File: config.mk
export PLATFORM = sky130hd
export DESIGN_NAME = lrb_ctrl
export DESIGN_NICKNAME = d
export VERILOG_FILES = /design/src/design/lrb_pkg.sv /design/src/design/lrb_ctrl.sv
export SDC_FILE = /design/constraint.sdc
export NUM_CORES = 1
export LEC_CHECK = 0
export ABC_CLOCK_PERIOD_IN_PS = 1850
export BUFFER_PORTS_ARGS = -buffer_cell sky130_fd_sc_hd__buf_2
export CAP_MARGIN = 20
export CORE_AREA = 2 2 39 41
export DETAILED_ROUTE_END_ITERATION = 6
export DIE_AREA = 0 0 41 43
export GPL_ROUTABILITY_DRIVEN = 0
export SETUP_SLACK_MARGIN = 0.1
export SLEW_MARGIN = 10
export SYNTH_ARGS = -nofsm -noshare
export SYNTH_HDL_FRONTEND = slang
export SYNTH_SLANG_ARGS = --single-unit
export TNS_END_PERCENT = 5
File: constraint.sdc
create_clock -name clk -period 1.85 [get_ports clk]
set_clock_uncertainty 0.2 [all_clocks]
set_input_delay 0.37 -clock clk [delete_from_list [all_inputs] [get_ports clk]]
set_output_delay 0.37 -clock clk [all_outputs]
set_load 0.05 [all_outputs]
File: src/design/lrb_pkg.sv
`default_nettype none
package lrb_pkg;

  localparam int BMP_COLS = 192;
  localparam int BMP_ROWS = 160;

  localparam int COORD_W = 10;
  localparam int BOUND_W = COORD_W + 1;
  localparam int X_W     = $clog2(BMP_COLS);
  localparam int Y_W     = $clog2(BMP_ROWS);
  localparam int ERR_W   = COORD_W + 2;
  localparam int E2_W    = ERR_W + 1;

  localparam logic [1:0] OP_CLEAR = 2'd0;
  localparam logic [1:0] OP_DRAW  = 2'd1;
  localparam logic [1:0] OP_READ  = 2'd2;

  typedef struct packed {
    logic [1:0]         operation;
    logic [COORD_W-1:0] start_x;
    logic [COORD_W-1:0] start_y;
    logic [COORD_W-1:0] end_x;
    logic [COORD_W-1:0] end_y;
    logic [COORD_W-1:0] probe_x;
    logic [COORD_W-1:0] probe_y;
  } req_t;

  typedef struct packed {
    logic status;
    logic pixel_black;
  } rsp_t;

  typedef struct packed {
    logic load;
    logic step;
    logic clr_step;
    logic res_load;
  } dp_ctl_t;

  typedef struct packed {
    logic [1:0] op;
    logic       line_ok;
    logic       line_end;
    logic       clr_last;
  } dp_stat_t;

endpackage
`default_nettype wire

File: src/design/lrb_ctrl.sv
`default_nettype none
module lrb_ctrl (
  input  logic              clk,
  input  logic              rst,
  input  logic              req_valid,
  output logic              req_stall,
  output logic              rsp_valid,
  input  logic              rsp_stall,
  input  lrb_pkg::dp_stat_t stat,
  output lrb_pkg::dp_ctl_t  ctl
);
  import lrb_pkg::*;

  typedef enum logic [2:0] {
    S_INIT, S_IDLE, S_DECODE, S_CLEAR, S_DRAW, S_RESULT
  } state_t;

  state_t state;
  logic   out_free;

  assign out_free  = !rsp_valid || !rsp_stall;
  assign req_stall = state != S_IDLE;

  always_comb begin
    ctl.load     = (state == S_IDLE) && req_valid;
    ctl.step     = state == S_DRAW;
    ctl.clr_step = (state == S_INIT) || (state == S_CLEAR);
    ctl.res_load = (state == S_RESULT) && out_free;
  end

  always_ff @(posedge clk) begin
    if (rst) begin
      state     <= S_INIT;
      rsp_valid <= 1'b0;
    end else begin
      if (rsp_valid && !rsp_stall) begin
        rsp_valid <= 1'b0;
      end
      case (state)
        S_INIT: begin
          if (stat.clr_last) begin
            state <= S_IDLE;
          end
        end
        S_IDLE: begin
          if (req_valid) begin
            state <= S_DECODE;
          end
        end
        S_DECODE: begin
          case (stat.op)
            OP_CLEAR: state <= S_CLEAR;
            OP_DRAW:  state <= stat.line_ok ? S_DRAW : S_RESULT;
            default:  state <= S_RESULT;
          endcase
        end
        S_CLEAR: begin
          if (stat.clr_last) begin
            state <= S_RESULT;
          end
        end
        S_DRAW: begin
          if (stat.line_end) begin
            state <= S_RESULT;
          end
        end
        S_RESULT: begin
          if (out_free) begin
            rsp_valid <= 1'b1;
            state     <= S_IDLE;
          end
        end
        default: state <= S_INIT;
      endcase
    end
  end

  a_res_shows: assert property (@(posedge clk) disable iff (rst)
    ctl.res_load |=> rsp_valid)
    else $error("result load did not raise rsp_valid");

  a_draw_ends: assert property (@(posedge clk) disable iff (rst)
    (state == S_DRAW && stat.line_end) |=> state == S_RESULT)
    else $error("draw did not stop at line end");

  a_load_busy: assert property (@(posedge clk) disable iff (rst)
    ctl.load |=> (state == S_DECODE && req_stall))
    else $error("accepted word not decoded");

  a_init_done: assert property (@(posedge clk) disable iff (rst)
    (state == S_INIT && stat.clr_last) |=> state == S_IDLE)
    else $error("reset sweep did not finish");

endmodule
`default_nettype wire

Word level (Yosys, flattened, before mapping)
Cells that the tools add are included.
W data, S select, Z words.
- input port bits: 9
- register bits: 4
- output and inout port bits: 6
- word-level logic and storage cells: 35
- mux-type cells: 11
- reduce and logical (&&, ||, !) cells: 10
- eq/ne operators: 12
- operator list (cell ; count):
    $pmux W3 S6 ; 1
    $mux W3 ; 5
    $ne A2 B2 Y1 const B ; 5
    $eq A3 B2 Y1 const B ; 2
    $eq A3 B3 Y1 const B ; 2
    $pmux W3 S2 ; 1
    $reduce_and A5 Y1 ; 1
    $mux W1 ; 4
    $eq A3 B1 Y1 const B ; 1
    $logic_and A1 B1 Y1 ; 3
    $logic_not A3 Y1 ; 1
    $ne A3 B1 Y1 const B ; 1
    $eq A2 B1 Y1 const B ; 1
    $logic_not A1 Y1 ; 2
    $logic_not A2 Y1 ; 1
    $logic_or A1 B1 Y1 ; 2

Logic depth before layout (Yosys ltp)
Gate-level depths: netlist (run 1).
- depth after elaboration: 5
- mapped depth: 5
- mapped depth without buffers: 4

Worst setup path after synthesis (run 1)
OpenSTA, ideal clock, no wires.
- path kind: register to output
- start: reg state[1]
- end: out ctl[0] in the netlist's numbering
- stages on the path, launching flop included: 4
- arrival time: 1.347 ns
- path slack: -0.067 ns
- data required time: 1.280 ns
- path buffers: 1
- cells stage by stage: dfxtp_1 > buf_6 > nand3b_1 > a21oi_1
- RTL lines (what ; line ; text):
    start: declaration ; lrb_ctrl.sv:18 ; state_t state;
    start signal: assignment ; lrb_ctrl.sv:53 ; OP_DRAW: state <= stat.line_ok ? S_DRAW : S_RESULT;
    end: declaration ; lrb_ctrl.sv:10 ; output lrb_pkg::dp_ctl_t ctl

==> results.rst, run 1 <==
.. list-table::
   :header-rows: 1

   * - Metric
     - Value
   * - Status
     - finished, final reports clean
   * - Clock latency on the worst-skew pair
     - 0.24 ns
   * - Slowest cell on the critical path
     - sky130_fd_sc_hd__dfxtp_4
   * - Crit-path max FO
     - 3
   * - Setup WS pre-CTS
     - 0.171 ns
   * - CP Launch Type
     - flip-flop
   * - Cell accounting for the most synthesized area
     - sky130_fd_sc_hd__dfxtp_1
   * - Reg clk slew, reported paths
     - 0.04 ns
   * - Clk buf depth
     - 2
   * - RSZ-0062 raised after global routing
     - true
   * - Worst path setup slack after routing
     - 0.0929 ns
   * - Root buffer cell
     - sky130_fd_sc_hd__clkbuf_4
   * - Post-synthesis register bit count
     - 4
   * - End-of-flow core utilization
     - 34.4%
   * - Worst-path cell chain
     - nand2b_1, nor2_2, and2_1, buf_4
   * - Avg WL per Cell
     - between 9 and 10 µm
   * - Worst slack on hold paths
     - 0.158 ns
   * - Total track usage
     - 10.3%
   * - Vias in the first global route
     - 308
   * - Final worst path period share
     - a little over nine tenths
   * - Slew at the pin closest to its max-slew limit
     - between 0.2 and 0.3 ns
   * - Final number of hold-violating endpoints
     - 0
   * - Crit path buffers/inverters
     - 1
   * - Cell type group with the largest total delay on the critical path
     - simple AND/OR/NAND/NOR gates
   * - Setup Viol. Count Final
     - 0
   * - Floorplan die height
     - around 43 µm
   * - Final cell count without fillers
     - 73
   * - Worst-case headroom to the max-slew limit
     - 81.3%
   * - Number of antenna violations at the first check in global routing
     - 0
   * - Count of distinct cell types in the synthesized netlist
     - 21
   * - Count of input and output buffers
     - 14
   * - Post-DRT Antenna Nets
     - 0
   * - Global route total overflow
     - 0
   * - First-pass GRT wire length
     - 1.20 mm
   * - Length of the first detailed-routing pass in iterations
     - 1
   * - Area contributors post-synth
     - sky130_fd_sc_hd__dfxtp_1 25%, sky130_fd_sc_hd__a21oi_1 11%, sky130_fd_sc_hd__buf_6 10%
   * - Static leakage power
     - between 0.2 and 0.25 nW
   * - Crit path DAT
     - approximately 1.2 ns
   * - Detailed-route vias per instance
     - 4.55
   * - Area used by multi-input combinational logic
     - about 220 µm²
   * - Maximum frequency from static timing analysis
     - 0.569 GHz
   * - Max-cap violation count
     - 0
   * - Power density over the cells
     - around 850 nW/µm²
   * - Initial core utilization
     - 23.5%
   * - Layout cell share with drive strength beyond 1
     - between 50% and 60%
   * - Netlist area before placement
     - 325 µm²
   * - Final period demand of the worst path
     - 1.76 ns
   * - Largest stage delay on the critical path
     - 0.34 ns
   * - Number of instances in the synthesized netlist
     - 39
   * - Maximum number of pins on one net before global-route repair
     - 9
   * - Total number of vias
     - between 300 and 400
   * - Summed negative setup slack over all endpoints
     - 0 ns
   * - Syn_nets
     - 48
   * - Horizontal die dimension
     - 41 µm
   * - Starting DRT DRC Count
     - 0
   * - Worst voltage drop across the vdd grid
     - 0.346 mV
   * - Top-Level Pins
     - 15
   * - Final HPWL DP
     - 575 µm
   * - Yosys synthesis warning count
     - 0
   * - Share of Yosys cell area claimed by the top area cell type
     - 24.6%
   * - Hold Path Class
     - primary input to flip-flop
   * - Post-layout net count
     - 68
   * - Placement Rows
     - 14
   * - Sort of element at the end of the critical path
     - output port
   * - H-tree Lvls
     - 1
   * - Overall die area
     - 1760 µm²
   * - N_diodes
     - 0
   * - Required arrival time at the worst endpoint
     - 1.28 ns
   * - Number of CTS-inserted buffers
     - 3
   * - Number of instances in the placed design
     - 69
   * - CTS tree
     - yes
   * - Post-Syn Area per Cell
     - 8.34 µm²
   * - Core outline area
     - 1380 µm²
   * - Sinks on the clock net
     - 4
   * - Number of fillers in the final layout
     - 150
   * - Routed WL
     - 726 µm
   * - DRC violations left
     - 0
   * - Number of pins with negative max-slew slack in the final report
     - 0
   * - Area growth from synthesis to layout
     - 46.5%
   * - Proportion of synthesized chip area in sequential cells
     - about a quarter
   * - Area taken by flip-flops and latches
     - 87.6 µm²
   * - Crit Path Class
     - flip-flop to output port
==> flip-flops by register name, summed over array words and instances, names as in the netlist <==
register,flops
rsp_valid,1
state,3
==> layout by cell type, fill, tap and decap left out <==
master	synthesis	final
sky130_fd_sc_hd__nand2b_4	1	1
sky130_fd_sc_hd__a211oi_2	1	1
sky130_fd_sc_hd__dfxtp_4	0	2
sky130_fd_sc_hd__a2111oi_2	1	1
sky130_fd_sc_hd__buf_2	0	11
sky130_fd_sc_hd__a31o_2	1	1
sky130_fd_sc_hd__nor2_1	7	5
sky130_fd_sc_hd__mux2i_1	1	1
sky130_fd_sc_hd__nand2_1	1	1
sky130_fd_sc_hd__o21ai_1	1	1
sky130_fd_sc_hd__nor3b_1	1	1
sky130_fd_sc_hd__o22a_1	1	1
sky130_fd_sc_hd__and2_1	1	1
sky130_fd_sc_hd__nor2_2	0	2
sky130_fd_sc_hd__clkbuf_4	0	3
sky130_fd_sc_hd__nor3_2	1	1
sky130_fd_sc_hd__nand2b_1	1	1
sky130_fd_sc_hd__o21a_1	1	1
sky130_fd_sc_hd__buf_6	3	3
sky130_fd_sc_hd__a21oi_2	0	1
sky130_fd_sc_hd__nand3b_1	1	1
sky130_fd_sc_hd__dfxtp_1	4	2
sky130_fd_sc_hd__or3_4	1	1
sky130_fd_sc_hd__xor2_2	0	1
sky130_fd_sc_hd__a21oi_1	7	6
sky130_fd_sc_hd__inv_1	2	2
sky130_fd_sc_hd__buf_4	0	4
==> per-stage QoR <==
step	power, mW	cell area [µm²]
2_1_floorplan	0.237	329
3_3_place_gp	0.267	408
3_5_place_dp	0.268	408
4_1_cts	0.411	477
5_1_grt	0.429	477
6_report	0.404	477
==> worst reg2reg max path, delay by kind of cell, from the launching register on <==
kind	cells	cell delay, ns
buffers and inverters	1	0.15
AO/OA/AOI/OAI	2	0.43
flip-flops	1	0.37
AND/OR/NAND/NOR	1	0.19
==> path summary, 6_finish.rpt <==
kind | startpoint | end | slack [ns] | cells past startpoint
min | rst | state[2] | 0.16 | 2
max reg2reg | state[0] | state[1] | 0.38 | 4
max | state[1] | ctl[3] | 0.09 | 4
min reg2reg | rsp_valid | rsp_valid | 0.34 | 2
==> cell families after synthesis <==
logic type,after synthesis,share of synthesized area (%)
AOI/OAI and AO/OA,13,28.5
xor gates and xnor gates,1,2.69
buffers and inverters,5,12.7
DFF,4,24.6
muxes,1,3.08
and+or+nand+nor,15,28.5
==> cell type report <==
type / count / area share [%]
Clock buffer: 3 / 4.72
Inverter: 2 / 1.57
Multi-Input combinational cell: 30 / 46.2
Sequential cell: 4 / 18.4
Tap cell: 16 / 4.20
Timing Repair Buffer: 18 / 24.9
==> timing repair <==
item | 4_1_cts | 5_1_grt
endpoints found under the setup margin | 5 | 4
setup buffers | 1 | 0
hold buffers | 0 | 0
resized for setup | 13 | 0
gates cloned | 0 | 0
pin swaps | 1 | 0
==> where the power goes <==
part           internal, mW  switching, mW
sequential           0.0958         0.0137
combinational        0.0756          0.108
clock                0.0728         0.0382
total                 0.244          0.160
==> synth_stat cells <==
master	n
sky130_fd_sc_hd__o21a_1	1
sky130_fd_sc_hd__a2111oi_2	1
sky130_fd_sc_hd__o22a_1	1
sky130_fd_sc_hd__nand2b_4	1
sky130_fd_sc_hd__nand2_1	1
sky130_fd_sc_hd__nand3b_1	1
sky130_fd_sc_hd__nor3_2	1
sky130_fd_sc_hd__nor2_1	7
sky130_fd_sc_hd__nor3b_1	1
sky130_fd_sc_hd__and2_1	1
sky130_fd_sc_hd__nand2b_1	1
sky130_fd_sc_hd__dfxtp_1	4
sky130_fd_sc_hd__buf_6	3
sky130_fd_sc_hd__mux2i_1	1
sky130_fd_sc_hd__a31o_2	1
sky130_fd_sc_hd__a211oi_2	1
sky130_fd_sc_hd__or3_4	1
sky130_fd_sc_hd__a21oi_1	7
sky130_fd_sc_hd__o21ai_1	1
sky130_fd_sc_hd__inv_1	2
sky130_fd_sc_hd__xor2_1	1
==> metal layers <==
| layer | global-route usage (%) | vias up | share of wire (%) |
|---|---|---|---|
| met4 | 8.00 | 0 | 0 |
| met2 | 14.1 | 11 | 48 |
| met3 | 3.14 | 0 | 7.4 |
| met1 | 12.9 | 150 | 45 |
| li1 | - | 171 | - |
| met5 | 0 | - | 0 |
Power figures use the tool's default switching activity.
==> inputs of run 2 (changes only) <==
Settings changed: CELL_PAD_IN_SITES_DETAIL_PLACEMENT set to 0, CELL_PAD_IN_SITES_GLOBAL_PLACEMENT set to 2, CORE_AREA 2 2 39 41 to unset, CORE_UTILIZATION set to 22, DIE_AREA 0 0 41 43 to unset, PLACE_DENSITY_LB_ADDON set to 0.1.
==> run 2 against run 1 <==
First-iteration DRC count up 5. Fmax up 3.0%. Non-clock buffer count down 1. Design area down 1.8%. Die area down 7.2%. Critical path depth unchanged. Sequential share of layout area up 0.076 points. Sequential power about the same. Largest cell class unchanged.
==> results.rst, run 2 (synthesis gave the netlist of run 1 again) <==
.. list-table::
   :header-rows: 1

   * - Metric
     - Value
   * - Status
     - finished, final reports clean
   * - Starting DRT DRC Count
     - 5
   * - Busiest metal layer after global routing
     - met2
   * - Total number of vias
     - 343
   * - Initial core utilization
     - 24.4%
   * - Core outline area
     - 1330 µm²
   * - Setup Viol. Count Final
     - 0
   * - Terminus of the critical flop-to-flop path
     - state[1]
   * - Summed negative setup slack over all endpoints
     - 0 ns
   * - Floorplan die height
     - around 40 µm
   * - Worst path setup slack after routing
     - 0.144 ns
   * - Post-DRT Antenna Nets
     - 0
   * - Top-Level Pins
     - 15
   * - Worst-case reg-to-reg path depth
     - 4
   * - Root buffer cell
     - sky130_fd_sc_hd__clkbuf_4
   * - Number of CTS-inserted buffers
     - 3
   * - Switching portion of total power
     - between 30% and 40%
   * - Internal power component
     - 241 µW
   * - Horizontal die dimension
     - about 40 µm
   * - First-pass GRT wire length
     - 1.39 mm
   * - Max reg flops
     - 3
   * - Total track usage
     - 13.3%
   * - Register share of total power
     - 27.7%
   * - Hold bufs inserted after CTS
     - 0
   * - CTS tree
     - yes
   * - CP Launch Type
     - flip-flop
   * - Comb pwr share
     - a little under half
   * - Crit-path max FO
     - 7
   * - Startpoint of the most critical register-to-register path
     - state[0]
   * - Power after layout
     - 401 µW
   * - Final number of hold-violating endpoints
     - 0
   * - Launching element of the worst setup path
     - state[1]
   * - Sort of element at the end of the critical path
     - output port
   * - Length of the first detailed-routing pass in iterations
     - 3
   * - Met1 track demand over resource in global routing
     - 13.1%
   * - Layout cell share with drive strength beyond 1
     - 58.9%
   * - Hold Path Cell Cnt
     - 2
   * - Setup WS pre-CTS
     - 0.124 ns
   * - Worst hold start
     - rst
   * - Setup repair bufs after CTS
     - 0
   * - Worst-case headroom to the max-slew limit
     - between 80% and 90%
   * - Most common cell after layout, fill and taps aside
     - sky130_fd_sc_hd__buf_2
   * - Overall die area
     - approximately 1600 µm²
   * - Most frequent cells in the layout
     - 11 x sky130_fd_sc_hd__buf_2, 6 x sky130_fd_sc_hd__nor2_1, 6 x sky130_fd_sc_hd__a21oi_1
   * - Met3 Resource Use GR
     - 8.33%
   * - Routing usage on met2
     - a little under a quarter
   * - Power density over the cells
     - roughly 860 nW/µm²
   * - Worst slack on hold paths
     - 0.165 ns
   * - Static leakage power
     - ~0.2 nW
   * - Maximum frequency from static timing analysis
     - 0.586 GHz
   * - Area growth from synthesis to layout
     - 43.8%
   * - Placement Rows
     - 13
   * - Number of antenna violations at the first check in global routing
     - 0
   * - Crit Path Class
     - flip-flop to output port
   * - NetSw
     - about 160 µW
   * - Crit path DAT
     - 1.14 ns
   * - Final worst path period share
     - 92.2%
   * - Required arrival time at the worst endpoint
     - 1.28 ns
   * - Maximum number of pins on one net before global-route repair
     - 8
   * - Routed WL
     - between 800 and 900 µm
   * - RSZ-0062 raised after global routing
     - true
   * - Vias in the first global route
     - 363
   * - Largest reg by FF count
     - state
   * - Global route total overflow
     - 0
   * - H-tree Lvls
     - 1
   * - Largest registers
     - state: 3 flops, rsp_valid: 1 flops
   * - Final period demand of the worst path
     - approximately 1.7 ns
   * - Hold Path Class
     - primary input to flip-flop
   * - Slew at the pin closest to its max-slew limit
     - 0.241 ns
   * - Number of pins with negative max-slew slack in the final report
     - 0
   * - Clock latency on the worst-skew pair
     - approximately 0.23 ns
   * - Final HPWL DP
     - 718 µm
   * - Avg WL per Cell
     - 12.4 µm
   * - Count of input and output buffers
     - 14
   * - R2R Setup Slk
     - about 0.35 ns
   * - Worst voltage drop across the vdd grid
     - 0.301 mV
   * - Sinks on the clock net
     - 4
   * - N_diodes
     - 0
   * - Post-layout net count
     - 67
   * - Reg clk slew, reported paths
     - 0.04 ns
   * - Max-cap violation count
     - 0
   * - DRC violations left
     - 0
   * - Detailed-route vias per instance
     - 4.83
   * - Clock network power share
     - 26.8%
   * - End-of-flow core utilization
     - 35.1%
   * - Worst Hold Endpoint
     - state[2]
   * - Clk buf depth
     - 2
run 2: power by group through the flow:
stage          clock (mW)  sequential [mW]  combinational (mW)
2_1_floorplan           0            0.100               0.137
3_3_place_gp            0            0.106               0.166
3_5_place_dp            0            0.108               0.167
4_1_cts             0.113            0.111               0.179
5_1_grt             0.125            0.112               0.196
6_report            0.107            0.111               0.183
run 2: timing repair:
| action | CTS | global route |
|---|---|---|
| gates cloned | 0 | 0 |
| setup endpoints to repair | 3 | 3 |
| pin swaps | 1 | 1 |
| gates resized for setup | 9 | 4 |
run 2: how the worst max path moves through the flow:
stage,endpoint,slack [ns]
2_1_floorplan,ctl[1],0.06
3_3_place_gp,ctl[3],0.24
3_5_place_dp,ctl[3],0.12
4_1_cts,ctl[3],0.09
5_1_grt,ctl[3],0.09
6_report,ctl[3],0.14
run 2: metrics by stage:
step / area [µm²] / std cells
final: 468 / 71
after global routing: 468 / 71
after CTS: 457 / 71
after detailed placement: 407 / 68
after global placement: 407 / 68
after floorplan: 329 / 39
run 2: worst max-delay path: stages, from the launching register on:
cell	delay (ns)
sky130_fd_sc_hd__dfxtp_4	0.35
sky130_fd_sc_hd__nand2b_4	0.16
sky130_fd_sc_hd__nor2_4	0.10
sky130_fd_sc_hd__and2_4	0.15
sky130_fd_sc_hd__buf_8	0.13
run 2: routing by layer:
layer / vias up / wire [µm]
met3: 0 / 73
met2: 17 / 439
met4: 0 / 0
met5: - / 0
met1: 155 / 364
li1: 171 / -
run 2: final cells by class:
cell class	instances	area (µm²)
fillers	150	866
multi-input cells	30	225
repair buffers	17	108
flip-flops and latches	4	86.3
clock buffers	3	22.5
well taps	15	18.8
inverters	2	7.51
